$ cat src/sv/hysteresis_lag_detector_top_macros.svh
// ----------------------------------------------------------------------------
// Assertion macros for the hysteresis lag detector
// Clocked property wrappers used by the checks in the top-level module.
// ----------------------------------------------------------------------------
`ifndef HYSTERESIS_LAG_DETECTOR_TOP_MACROS_SVH
`define HYSTERESIS_LAG_DETECTOR_TOP_MACROS_SVH

// Same-cycle implication, ignored while reset is high.
`define HLD_ASSERT_IMPL(label, clk, rst, ante, cons) \
  label: assert property (@(posedge clk) disable iff (rst) (ante) |-> (cons)) \
    else $error("hysteresis lag detector: same-cycle check failed");

// Next-cycle implication, ignored while reset is high.
`define HLD_ASSERT_NEXT(label, clk, rst, ante, cons) \
  label: assert property (@(posedge clk) disable iff (rst) (ante) |=> (cons)) \
    else $error("hysteresis lag detector: next-cycle check failed");

`endif

$ cat src/sv/hld_pkg.sv
// ----------------------------------------------------------------------------
// Hysteresis lag detector package
// Widths, zone codes, sense codes and register indexes.
// ----------------------------------------------------------------------------
package hld_pkg;

  localparam int SAMPLE_WIDTH   = 16;
  localparam int TIME_WIDTH     = 32;
  localparam int SENSE_WIDTH    = 2;
  localparam int CFG_DATA_WIDTH = (TIME_WIDTH > SAMPLE_WIDTH) ? TIME_WIDTH : SAMPLE_WIDTH;
  localparam int CFG_INDEX_WIDTH = 3;

  typedef logic signed [SAMPLE_WIDTH-1:0] sample_t;
  typedef logic [TIME_WIDTH-1:0]          time_t;

  typedef enum logic [1:0] {
    ZONE_BETWEEN = 2'd0,
    ZONE_LOW     = 2'd1,
    ZONE_HIGH    = 2'd2
  } zone_t;

  // Active sense codes; the unused code behaves as never active.
  localparam logic [SENSE_WIDTH-1:0] SENSE_HIGH  = 2'd0;
  localparam logic [SENSE_WIDTH-1:0] SENSE_LOW   = 2'd1;
  localparam logic [SENSE_WIDTH-1:0] SENSE_NEVER = 2'd2;

  // Configuration register indexes.
  localparam logic [CFG_INDEX_WIDTH-1:0] REG_THRESHOLD_A  = 3'd0;
  localparam logic [CFG_INDEX_WIDTH-1:0] REG_THRESHOLD_B  = 3'd1;
  localparam logic [CFG_INDEX_WIDTH-1:0] REG_OFF_DELAY    = 3'd2;
  localparam logic [CFG_INDEX_WIDTH-1:0] REG_ON_DELAY     = 3'd3;
  localparam logic [CFG_INDEX_WIDTH-1:0] REG_ACTIVE_SENSE = 3'd4;

  // Threshold pair as held in the configuration registers.
  typedef struct packed {
    sample_t a;
    sample_t b;
  } thresholds_t;

endpackage

$ cat src/sv/hld_classify.sv
// ----------------------------------------------------------------------------
// Hysteresis lag detector zone classifier
// Orders the threshold pair and places a sample above, below or between.
// ----------------------------------------------------------------------------
module hld_classify (
  input  hld_pkg::thresholds_t thresholds,
  input  hld_pkg::sample_t     sample,
  output hld_pkg::zone_t       zone
);

  hld_pkg::sample_t lower;
  hld_pkg::sample_t upper;
  logic             a_smaller;

  assign a_smaller = thresholds.a < thresholds.b;
  assign lower     = a_smaller ? thresholds.a : thresholds.b;
  assign upper     = a_smaller ? thresholds.b : thresholds.a;

  always_comb begin
    priority if (sample > upper) begin
      zone = hld_pkg::ZONE_HIGH;
    end else if (sample < lower) begin
      zone = hld_pkg::ZONE_LOW;
    end else begin
      zone = hld_pkg::ZONE_BETWEEN;
    end
  end

endmodule

$ cat src/sv/hysteresis_lag_detector_top.sv
// ----------------------------------------------------------------------------
// Hysteresis lag detector, top level
// Hysteresis comparator with on/off delay on a timestamped sample stream.
// ----------------------------------------------------------------------------
//
//  channel | direction | handshake                   | payload
//  --------+-----------+-----------------------------+-----------------------------------
//  sample  | in        | sample_valid / sample_stall | sample, timestamp
//  result  | out       | result_valid / result_stall | latched_now, active, tracked_zone
//  cfg     | in        | cfg_we (always taken)       | cfg_index, cfg_data
//
//  One transaction in and one out per cycle when nothing stalls; a result is
//  offered once its sample has passed the input register and then the result register.
//  The rate is set by the combinational zone update between the two registers.
//  A stalled result holds; the input register keeps taking a transaction until it
//  is itself full behind that stall, then sample_stall rises.
//  Synchronous reset clears the configuration, the zone state and both valids.
//
`include "hysteresis_lag_detector_top_macros.svh"

module hysteresis_lag_detector_top (
  input  logic                                  clk,
  input  logic                                  rst,
  // configuration write port
  input  logic                                  cfg_we,
  input  logic [hld_pkg::CFG_INDEX_WIDTH-1:0]   cfg_index,
  input  logic [hld_pkg::CFG_DATA_WIDTH-1:0]    cfg_data,
  // sample channel
  input  logic                                  sample_valid,
  output logic                                  sample_stall,
  input  logic signed [hld_pkg::SAMPLE_WIDTH-1:0] sample,
  input  logic [hld_pkg::TIME_WIDTH-1:0]        timestamp,
  // result channel
  output logic                                  result_valid,
  input  logic                                  result_stall,
  output logic                                  latched_now,
  output logic                                  active,
  output logic [1:0]                            tracked_zone
);

  // Configuration registers
  hld_pkg::thresholds_t                 thresholds;
  hld_pkg::time_t                       off_delay;
  hld_pkg::time_t                       on_delay;
  logic [hld_pkg::SENSE_WIDTH-1:0]      active_sense;

  // Input register
  logic                                 s1_valid;
  hld_pkg::sample_t                     s1_sample;
  hld_pkg::time_t                       s1_timestamp;

  // Zone tracking state
  hld_pkg::zone_t                       zone;
  hld_pkg::zone_t                       latched_zone;
  logic                                 is_stable;
  hld_pkg::time_t                       zone_start_time;

  // Update logic
  hld_pkg::zone_t                       sample_zone;
  hld_pkg::zone_t                       zone_next;
  hld_pkg::zone_t                       latched_zone_next;
  logic                                 is_stable_next;
  hld_pkg::time_t                       zone_start_time_next;
  hld_pkg::time_t                       elapsed;
  hld_pkg::time_t                       need;
  logic                                 zone_changed;
  logic                                 fire;
  logic                                 active_next;
  logic                                 advance;

  // Configuration writes; indexes beyond the list are dropped.
  always_ff @(posedge clk) begin
    if (rst) begin
      thresholds   <= '0;
      off_delay    <= '0;
      on_delay     <= '0;
      active_sense <= hld_pkg::SENSE_HIGH;
    end else if (cfg_we) begin
      unique case (cfg_index)
        hld_pkg::REG_THRESHOLD_A:  thresholds.a <= cfg_data[hld_pkg::SAMPLE_WIDTH-1:0];
        hld_pkg::REG_THRESHOLD_B:  thresholds.b <= cfg_data[hld_pkg::SAMPLE_WIDTH-1:0];
        hld_pkg::REG_OFF_DELAY:    off_delay    <= cfg_data[hld_pkg::TIME_WIDTH-1:0];
        hld_pkg::REG_ON_DELAY:     on_delay     <= cfg_data[hld_pkg::TIME_WIDTH-1:0];
        hld_pkg::REG_ACTIVE_SENSE: active_sense <= cfg_data[hld_pkg::SENSE_WIDTH-1:0];
        default: ;
      endcase
    end
  end

  // Advance the input register into the result register whenever the result
  // slot is empty or being taken this cycle.
  assign advance      = s1_valid && (!result_valid || !result_stall);
  assign sample_stall = s1_valid && result_valid && result_stall;

  always_ff @(posedge clk) begin
    if (rst) begin
      s1_valid <= 1'b0;
    end else if (sample_valid && !sample_stall) begin
      s1_valid <= 1'b1;
    end else if (advance) begin
      s1_valid <= 1'b0;
    end
  end

  always_ff @(posedge clk) begin
    if (sample_valid && !sample_stall) begin
      s1_sample    <= sample;
      s1_timestamp <= timestamp;
    end
  end

  hld_classify u_classify (
    .thresholds (thresholds),
    .sample     (s1_sample),
    .zone       (sample_zone)
  );

  // Zone update. A fresh zone starts its timer at this timestamp, so its
  // elapsed time is zero and only a zero delay latches it straight away.
  assign zone_changed = (sample_zone != hld_pkg::ZONE_BETWEEN) && (sample_zone != zone);
  assign elapsed      = s1_timestamp - zone_start_time;
  assign need         = (sample_zone == hld_pkg::ZONE_HIGH) ? on_delay : off_delay;

  always_comb begin
    zone_next            = zone;
    zone_start_time_next = zone_start_time;
    is_stable_next       = is_stable;
    fire                 = 1'b0;
    priority if (sample_zone == hld_pkg::ZONE_BETWEEN) begin
      // Drop stability but keep the tracked zone and its start time.
      is_stable_next = 1'b0;
    end else if (zone_changed) begin
      zone_next            = sample_zone;
      zone_start_time_next = s1_timestamp;
      fire                 = (need == '0);
      is_stable_next       = fire;
    end else begin
      fire           = !is_stable && (elapsed >= need);
      is_stable_next = is_stable || fire;
    end
  end

  assign latched_zone_next = fire ? sample_zone : latched_zone;

  always_comb begin
    unique case (active_sense)
      hld_pkg::SENSE_HIGH: active_next = (latched_zone_next == hld_pkg::ZONE_HIGH);
      hld_pkg::SENSE_LOW:  active_next = (latched_zone_next == hld_pkg::ZONE_LOW);
      default:             active_next = 1'b0;
    endcase
  end

  // State register moves only on advance; result_valid also clears when not stalled.
  always_ff @(posedge clk) begin
    if (rst) begin
      zone            <= hld_pkg::ZONE_BETWEEN;
      latched_zone    <= hld_pkg::ZONE_BETWEEN;
      is_stable       <= 1'b0;
      zone_start_time <= '0;
      result_valid    <= 1'b0;
    end else begin
      if (advance) begin
        zone            <= zone_next;
        latched_zone    <= latched_zone_next;
        is_stable       <= is_stable_next;
        zone_start_time <= zone_start_time_next;
        result_valid    <= 1'b1;
      end else if (!result_stall) begin
        result_valid    <= 1'b0;
      end
    end
  end

  always_ff @(posedge clk) begin
    if (advance) begin
      latched_now  <= fire;
      active       <= active_next;
      tracked_zone <= zone_next;
    end
  end

  // Checks
  `HLD_ASSERT_IMPL(a_stable_matches_latch, clk, rst, is_stable,
                   (zone == latched_zone) && (zone != hld_pkg::ZONE_BETWEEN))
  `HLD_ASSERT_IMPL(a_latch_has_zone, clk, rst, result_valid && latched_now,
                   tracked_zone != hld_pkg::ZONE_BETWEEN)
  `HLD_ASSERT_NEXT(a_state_holds, clk, rst, !advance,
                   $stable(zone) && $stable(is_stable) && $stable(latched_zone))
  `HLD_ASSERT_NEXT(a_start_time_on_change, clk, rst, advance && zone_changed,
                   zone_start_time == $past(s1_timestamp))

endmodule
$ cat config.mk
export PLATFORM = sky130hd
export DESIGN_NAME = hysteresis_lag_detector_top
export DESIGN_NICKNAME = d
export VERILOG_FILES = /design/src/sv/hld_pkg.sv /design/src/sv/hld_classify.sv /design/src/sv/hysteresis_lag_detector_top.sv
export VERILOG_INCLUDE_DIRS = /design/src /design/src/sv
export SDC_FILE = /design/constraint.sdc
export NUM_CORES = 1
export LEC_CHECK = 0
export BUFFER_PORTS_ARGS = -buffer_cell sky130_fd_sc_hd__buf_2
export CAP_MARGIN = 10
export CORE_ASPECT_RATIO = 0.5
export CORE_MARGIN = 2
export CORE_UTILIZATION = 60
export DETAILED_ROUTE_END_ITERATION = 6
export HOLD_SLACK_MARGIN = 0.15
export PLACE_DENSITY = 0.8
export SLEW_MARGIN = 20
export SYNTH_ARGS = -nofsm -noshare
export SYNTH_HDL_FRONTEND = slang
export SYNTH_HIERARCHICAL = 1
export SYNTH_SLANG_ARGS = --single-unit
$ cat constraint.sdc
create_clock -name clk -period 7.2 [get_ports clk]
set_input_delay 0.36 -clock clk [delete_from_list [all_inputs] [get_ports clk]]
set_output_delay 0.36 -clock clk [all_outputs]
set_load 0.05 [all_outputs]
==> flow_metrics.env, run 1 <==
export IMPL_outcome="finished, final reports clean"
export IMPL_die_height_um=98.7
export IMPL_worstSetupEndpointType="flop"
export IMPL_synth_seq_cells=189
export IMPL_antenna_found_initial=0
export IMPL_multiInputGateArea_mm2=0.00603
export IMPL_clock_path_buffers=2
export IMPL_layout_common_cells="nand2_1, a21oi_1, dfxtp_1"
export IMPL_via_per_inst=5.84
export IMPL_htree_levels=4
export IMPL_irDropWorstVdd_mv=0.172
export IMPL_synth_area_mm2=0.0108
export IMPL_slowest_delay_ns=0.41
export IMPL_grt_first_pass_wirelength_mm=45.0
export IMPL_grt_max_degree=84
export IMPL_gp_congestion=0.896
export IMPL_core_mm2=0.0174
export IMPL_dp_hpwl_mm=19.1
export IMPL_grt_overflow=0
export IMPL_ios=94
export IMPL_cts_root_buf="clkbuf_16"
export IMPL_die_area_mm2=0.0191
export IMPL_path_max_fanout=23
export IMPL_critPathSlowestCell="ha_1"
export IMPL_ys_seq_area_share_pct=40.0
export IMPL_drc=0
export IMPL_yosys_warnings=6
export IMPL_area_delta_synth_final_pct=16.2
export IMPL_final_common_cell="nand2_1"
export IMPL_drive_gt1_share_pct=11.7
export IMPL_power_density_mw_per_mm2=216
export IMPL_critPathRequiredTime_ns=7.40
export IMPL_routed_via_count=9525
export IMPL_leakage_uw=0.00482
export IMPL_synthArstFlopShare_pct=0
export IMPL_antennaDiodeCount=0
export IMPL_first_pass_iters=5
export IMPL_wl_mm=27.2
export IMPL_clk_pin_slew_ns=0.08
export IMPL_cp_start_kind="flop"
export IMPL_numCtsBuffers=17
export IMPL_cts_sinks=189
export IMPL_fmax_mhz=148
export IMPL_synthCells=1264
export IMPL_clock_skew_ns=0.0134
export IMPL_setup_viol=0
export IMPL_grt_usage_pct=29.3
export IMPL_worstPathArrival_ns=6.98
export IMPL_syn_nets=1462
export IMPL_layout_nets=1582
export IMPL_hold_path_class="input port to flop"
export IMPL_crit_type="flop to flop"
export IMPL_num_fill_cells=1397
export IMPL_cts_tree="built"
export IMPL_die_w_um=193
export IMPL_fp_row_count=34
export IMPL_wl_per_cell_um=16.7
export IMPL_finalHoldViolations=0
export IMPL_dp_slack_ns=0.299
export IMPL_synth_distinct_cells=66
export IMPL_period_minus_slack_ns=6.78
export IMPL_tightest_slew_ns=0.894
export IMPL_layout_setup_ws_ns=0.422
export IMPL_drtIter0Drc=564
export IMPL_regArea_mm2=0.00430
export IMPL_start_util_pct=61.6
export IMPL_maxCapViolations=0
export IMPL_slew_violations=0
export IMPL_grt_pass1_vias=9264
export IMPL_final_antenna_net_count=0
export IMPL_relSlewSlack_pct=40.4
export IMPL_io_buffers=93
export IMPL_clock_latency_ns=0.44
export IMPL_min_period_over_period_pct=94.1
export IMPL_setup_tns_ns=0
export IMPL_synth_flop_cell="dfxtp_1"
export IMPL_synth_edff_count=52
export IMPL_avgSynthCellArea_um2=8.51
==> sequential cells by signal (all words and copies together) (netlist names), 2 cells and up <==
| signal | count |
|---|---|
| s1_timestamp | 32 |
| tracked_zone | 2 |
| latched_zone | 2 |
| zone_start_time | 32 |
| active_sense | 2 |
| off_delay | 32 |
| on_delay | 32 |
| zone | 2 |
| thresholds | 32 |
| s1_sample | 16 |
==> report_power, final <==
group	leakage [uW]	switching (uW)	internal (uW)	total, uW
logic	0.00292	361	260	621
registers	0.00162	28.6	1140	1170
clock network	0.000280	451	465	917
==> path summary, 6_finish.rpt <==
path	start	endpoint	slack (ns)	cells after the start
setup reg to reg	thresholds[15]$_SDFFE_PP0P_	active$_SDFFCE_PN0P_	0.42	30
hold / removal	cfg_data[24]	off_delay[24]$_SDFFE_PP0P_	0.16	3
hold reg to reg	zone_start_time[24]$_SDFFE_PP0P_	zone_start_time[24]$_SDFFE_PP0P_	0.45	2
setup / recovery	thresholds[15]$_SDFFE_PP0P_	active$_SDFFCE_PN0P_	0.42	30
==> cell usage after synthesis, types with 7 or more instances <==
library cell / number / area share (%)
o21ai_0: 33 / 1.5
a21o_1: 19 / 1.3
clkbuf_1: 47 / 1.6
nand2_1: 283 / 9.9
nor3_1: 18 / 0.84
nand4_1: 18 / 1.0
edfxtp_1: 52 / 15
nor2_1: 53 / 1.9
xor2_1: 12 / 0.98
ha_1: 109 / 13
a211oi_1: 9 / 0.63
dfxtp_1: 137 / 26
inv_1: 64 / 2.2
nor2b_1: 7 / 0.41
xnor2_1: 14 / 1.1
o211ai_1: 7 / 0.49
mux2i_1: 50 / 4.7
nor4_1: 19 / 1.1
and3_1: 7 / 0.41
a21oi_1: 199 / 9.3
nand3_1: 14 / 0.65
==> layer usage <==
metal	vias up	wire length (um)	GRT usage (%)
li1	4682	-	-
met1	4506	12100	37.8
met2	301	13000	50.1
met3	36	1690	5.51
met4	0	450	9.28
met5	-	0	0
==> logic make-up after synthesis <==
logic type	after synthesis	share of synthesized area, %
adder cells (fa/ha/maj)	110	12.9
AND/OR/NAND/NOR	452	18.4
buffers and inverters	118	4.27
AO/OA/AOI/OAI	316	17.2
XOR/XNOR	27	2.37
multiplexers	52	4.86
flip-flops	189	40.0
==> worst max-delay path: cells and delay by family, from the launching register on <==
family,cells,cell delay (ns)
adders and majority gates,3,0.97
and+or+nand+nor,8,1.34
muxes,3,0.75
xor gates and xnor gates,1,0.17
AOI/OAI and AO/OA,11,2.25
DFF,1,0.34
buffers and inverters,4,0.70
==> through the flow <==
stage / hold slack [ns] / utilization [%] / area (um^2) / power, uW / instances
floorplan: 0.436 / - / 10800 / 1610 / 1264
global placement: 0.442 / 65.3 / 11400 / 1740 / 1549
detailed placement: 0.448 / 65.3 / 11400 / 1770 / 1549
CTS: 0.152 / 71.4 / 12500 / 2690 / 1630
global route: 0.154 / 71.6 / 12500 / 2830 / 1631
finish: 0.163 / 71.6 / 12500 / 2700 / 1631
==> what timing repair did <==
action / 4_1_cts / 5_1_grt
hold buffers: 49 / 0
setup buffers: 0 / 1
gates resized for setup: 0 / 7
hold endpoints to repair: 49 / 0
setup endpoints to repair: 0 / 4
==> area by class of cell <==
type | instances | area share [%]
Clock buffer | 18 | 3.51
Sequential cell | 189 | 34.4
Clock inverter | 14 | 1.02
Timing Repair Buffer | 155 | 8.54
Tap cell | 234 | 2.34
Inverter | 64 | 1.92
Multi-Input combinational cell | 957 | 48.2
(Power assumes the default switching activity.)
==> run 2: changes to the inputs <==
--- a/config.mk
+++ b/config.mk
@@ -10,10 +10,9 @@
 export CAP_MARGIN = 10
 export CORE_ASPECT_RATIO = 0.5
 export CORE_MARGIN = 2
-export CORE_UTILIZATION = 60
+export CORE_UTILIZATION = 45
 export DETAILED_ROUTE_END_ITERATION = 6
 export HOLD_SLACK_MARGIN = 0.15
-export PLACE_DENSITY = 0.8
 export SLEW_MARGIN = 20
 export SYNTH_ARGS = -nofsm -noshare
 export SYNTH_HDL_FRONTEND = slang
==> flow_metrics.env, run 2 (same netlist as run 1, synthesis figures left out) <==
export IMPL_outcome="finished, final reports clean"
export IMPL_final_common_cell="nand2_1"
export IMPL_cts_sinks=189
export IMPL_slowest_delay_ns=0.42
export IMPL_core_mm2=0.0231
export IMPL_hold_end="on_delay[20]$_SDFFE_PP0P_"
export IMPL_whs_ns=0.175
export IMPL_grt_pass1_vias=8990
export IMPL_period_minus_slack_ns=6.77
export IMPL_drc=0
export IMPL_crit_type="flop to flop"
export IMPL_cts_tree="built"
export IMPL_antenna_found_initial=0
export IMPL_min_period_over_period_pct=94.0
export IMPL_clock_skew_ns=0.00794
export IMPL_gp_congestion=0.851
export IMPL_wl_mm=28.0
export IMPL_clk_pin_slew_ns=0.07
export IMPL_cp_start_kind="flop"
export IMPL_grt_max_degree=84
export IMPL_instances_no_fill=1724
export IMPL_tightest_slew_ns=0.939
export IMPL_wl_per_cell_um=16.2
export IMPL_dp_hpwl_mm=19.8
export IMPL_r2r_setup_slack_ns=0.43
export IMPL_cts_root_buf="clkbuf_16"
export IMPL_die_w_um=223
export IMPL_clock_latency_ns=0.45
export IMPL_path_max_fanout=34
export IMPL_irDropWorstVdd_mv=0.167
export IMPL_slew_violations=0
export IMPL_power_density_mw_per_mm2=219
export IMPL_start_util_pct=46.5
export IMPL_final_core_util_pct=55.5
export IMPL_grt_usage_pct=22.7
export IMPL_grt_overflow=0
export IMPL_setup_tns_ns=0
export IMPL_final_antenna_net_count=0
export IMPL_via_per_inst=5.40
export IMPL_fmax_mhz=148
export IMPL_htree_levels=4
export IMPL_antennaDiodeCount=0
export IMPL_drive_gt1_share_pct=11.8
export IMPL_worstPathArrival_ns=6.98
export IMPL_hold_path_class="input port to flop"
export IMPL_maxCapViolations=0
export IMPL_numCtsBuffers=17
export IMPL_setup_viol=0
export IMPL_layout_nets=1602
export IMPL_drtIter0Drc=646
export IMPL_relSlewSlack_pct=37.3
export IMPL_ios=94
export IMPL_r2r_end="active$_SDFFCE_PN0P_"
export IMPL_critPathRequiredTime_ns=7.41
export IMPL_regArea_mm2=0.00430
export IMPL_first_pass_iters=5
export IMPL_layout_common_cells="nand2_1, a21oi_1, dfxtp_1"
export IMPL_min_from="cfg_data[20]"
export IMPL_finalHoldViolations=0
export IMPL_cpMostUsedCell="mux2i_1"
export IMPL_die_area_mm2=0.0252
export IMPL_critPathSlowestCell="ha_2"
export IMPL_reg2reg_depth=29
export IMPL_power_uw=2810
export IMPL_fp_row_count=39
export IMPL_grt_first_pass_wirelength_mm=45.4
export IMPL_io_buffers=93
export IMPL_num_fill_cells=2126
export IMPL_r2r_start="thresholds[15]$_SDFFE_PP0P_"
export IMPL_dp_cells=1622
export IMPL_routed_via_count=9310
export IMPL_leakage_uw=0.00494
export IMPL_die_height_um=113
export IMPL_multiInputGateArea_mm2=0.00604
export IMPL_worstSetupEndpointType="flop"
export IMPL_grt_setup_unrepaired="false"
export IMPL_hold_depth=3
export IMPL_area_delta_synth_final_pct=19.4
export IMPL_clock_path_buffers=2
run 2: timing repair:
item / in CTS / in global routing
hold buffers: 64 / 0
setup buffers: 0 / 5
gates resized for setup: 0 / 2
endpoints found under the setup margin: 0 / 3
hold endpoints to repair: 77 / 0
run 2: through the flow:
step,setup slack [ns],instance area (um^2)
after floorplan,0.621,10800
after global placement,0.402,11500
after detailed placement,0.252,11500
after CTS,0.203,12800
after global routing,0.0190,12800
final,0.430,12800
run 2: where the power goes:
group | internal (uW) | switching (uW)
registers | 1140 | 27.4
logic | 283 | 365
clock network | 567 | 434
total | 1990 | 827
run 2: area by class of cell:
type,count,area share (%)
sequential,189,33.5
inverter,64,1.87
clock buffer,22,3.87
clock inverter,10,0.935
tap,307,2.99
multi-input combinational,958,47.0
timing repair buffer,174,9.82
run 2: worst max-delay path: cells and delay by family, from the launching register on:
kind	cells	cell delay, ns
adder cells (fa/ha/maj)	3	1.02
AND/OR/NAND/NOR	9	1.45
XOR/XNOR	1	0.29
multiplexers	3	0.64
buffers and inverters	4	0.65
AO/OA/AOI/OAI	9	2.08
flip-flops	1	0.35
run 2: worst max path at each step:
stage,start,endpoint
2_1_floorplan,thresholds[15]$_SDFFE_PP0P_,active$_SDFFCE_PN0P_
3_3_place_gp,thresholds[15]$_SDFFE_PP0P_,active$_SDFFCE_PN0P_
3_5_place_dp,thresholds[15]$_SDFFE_PP0P_,active$_SDFFCE_PN0P_
4_1_cts,thresholds[15]$_SDFFE_PP0P_,active$_SDFFCE_PN0P_
5_1_grt,thresholds[15]$_SDFFE_PP0P_,active$_SDFFCE_PN0P_
6_report,thresholds[15]$_SDFFE_PP0P_,active$_SDFFCE_PN0P_
run 2: routing by layer:
layer / routed length (um) / GRT usage (%) / vias up
met4: 332 / 5.77 / 0
li1: - / - / 4730
met1: 14000 / 30.0 / 4394
met2: 12700 / 38.2 / 161
met5: 0 / 0 / -
met3: 929 / 4.70 / 25
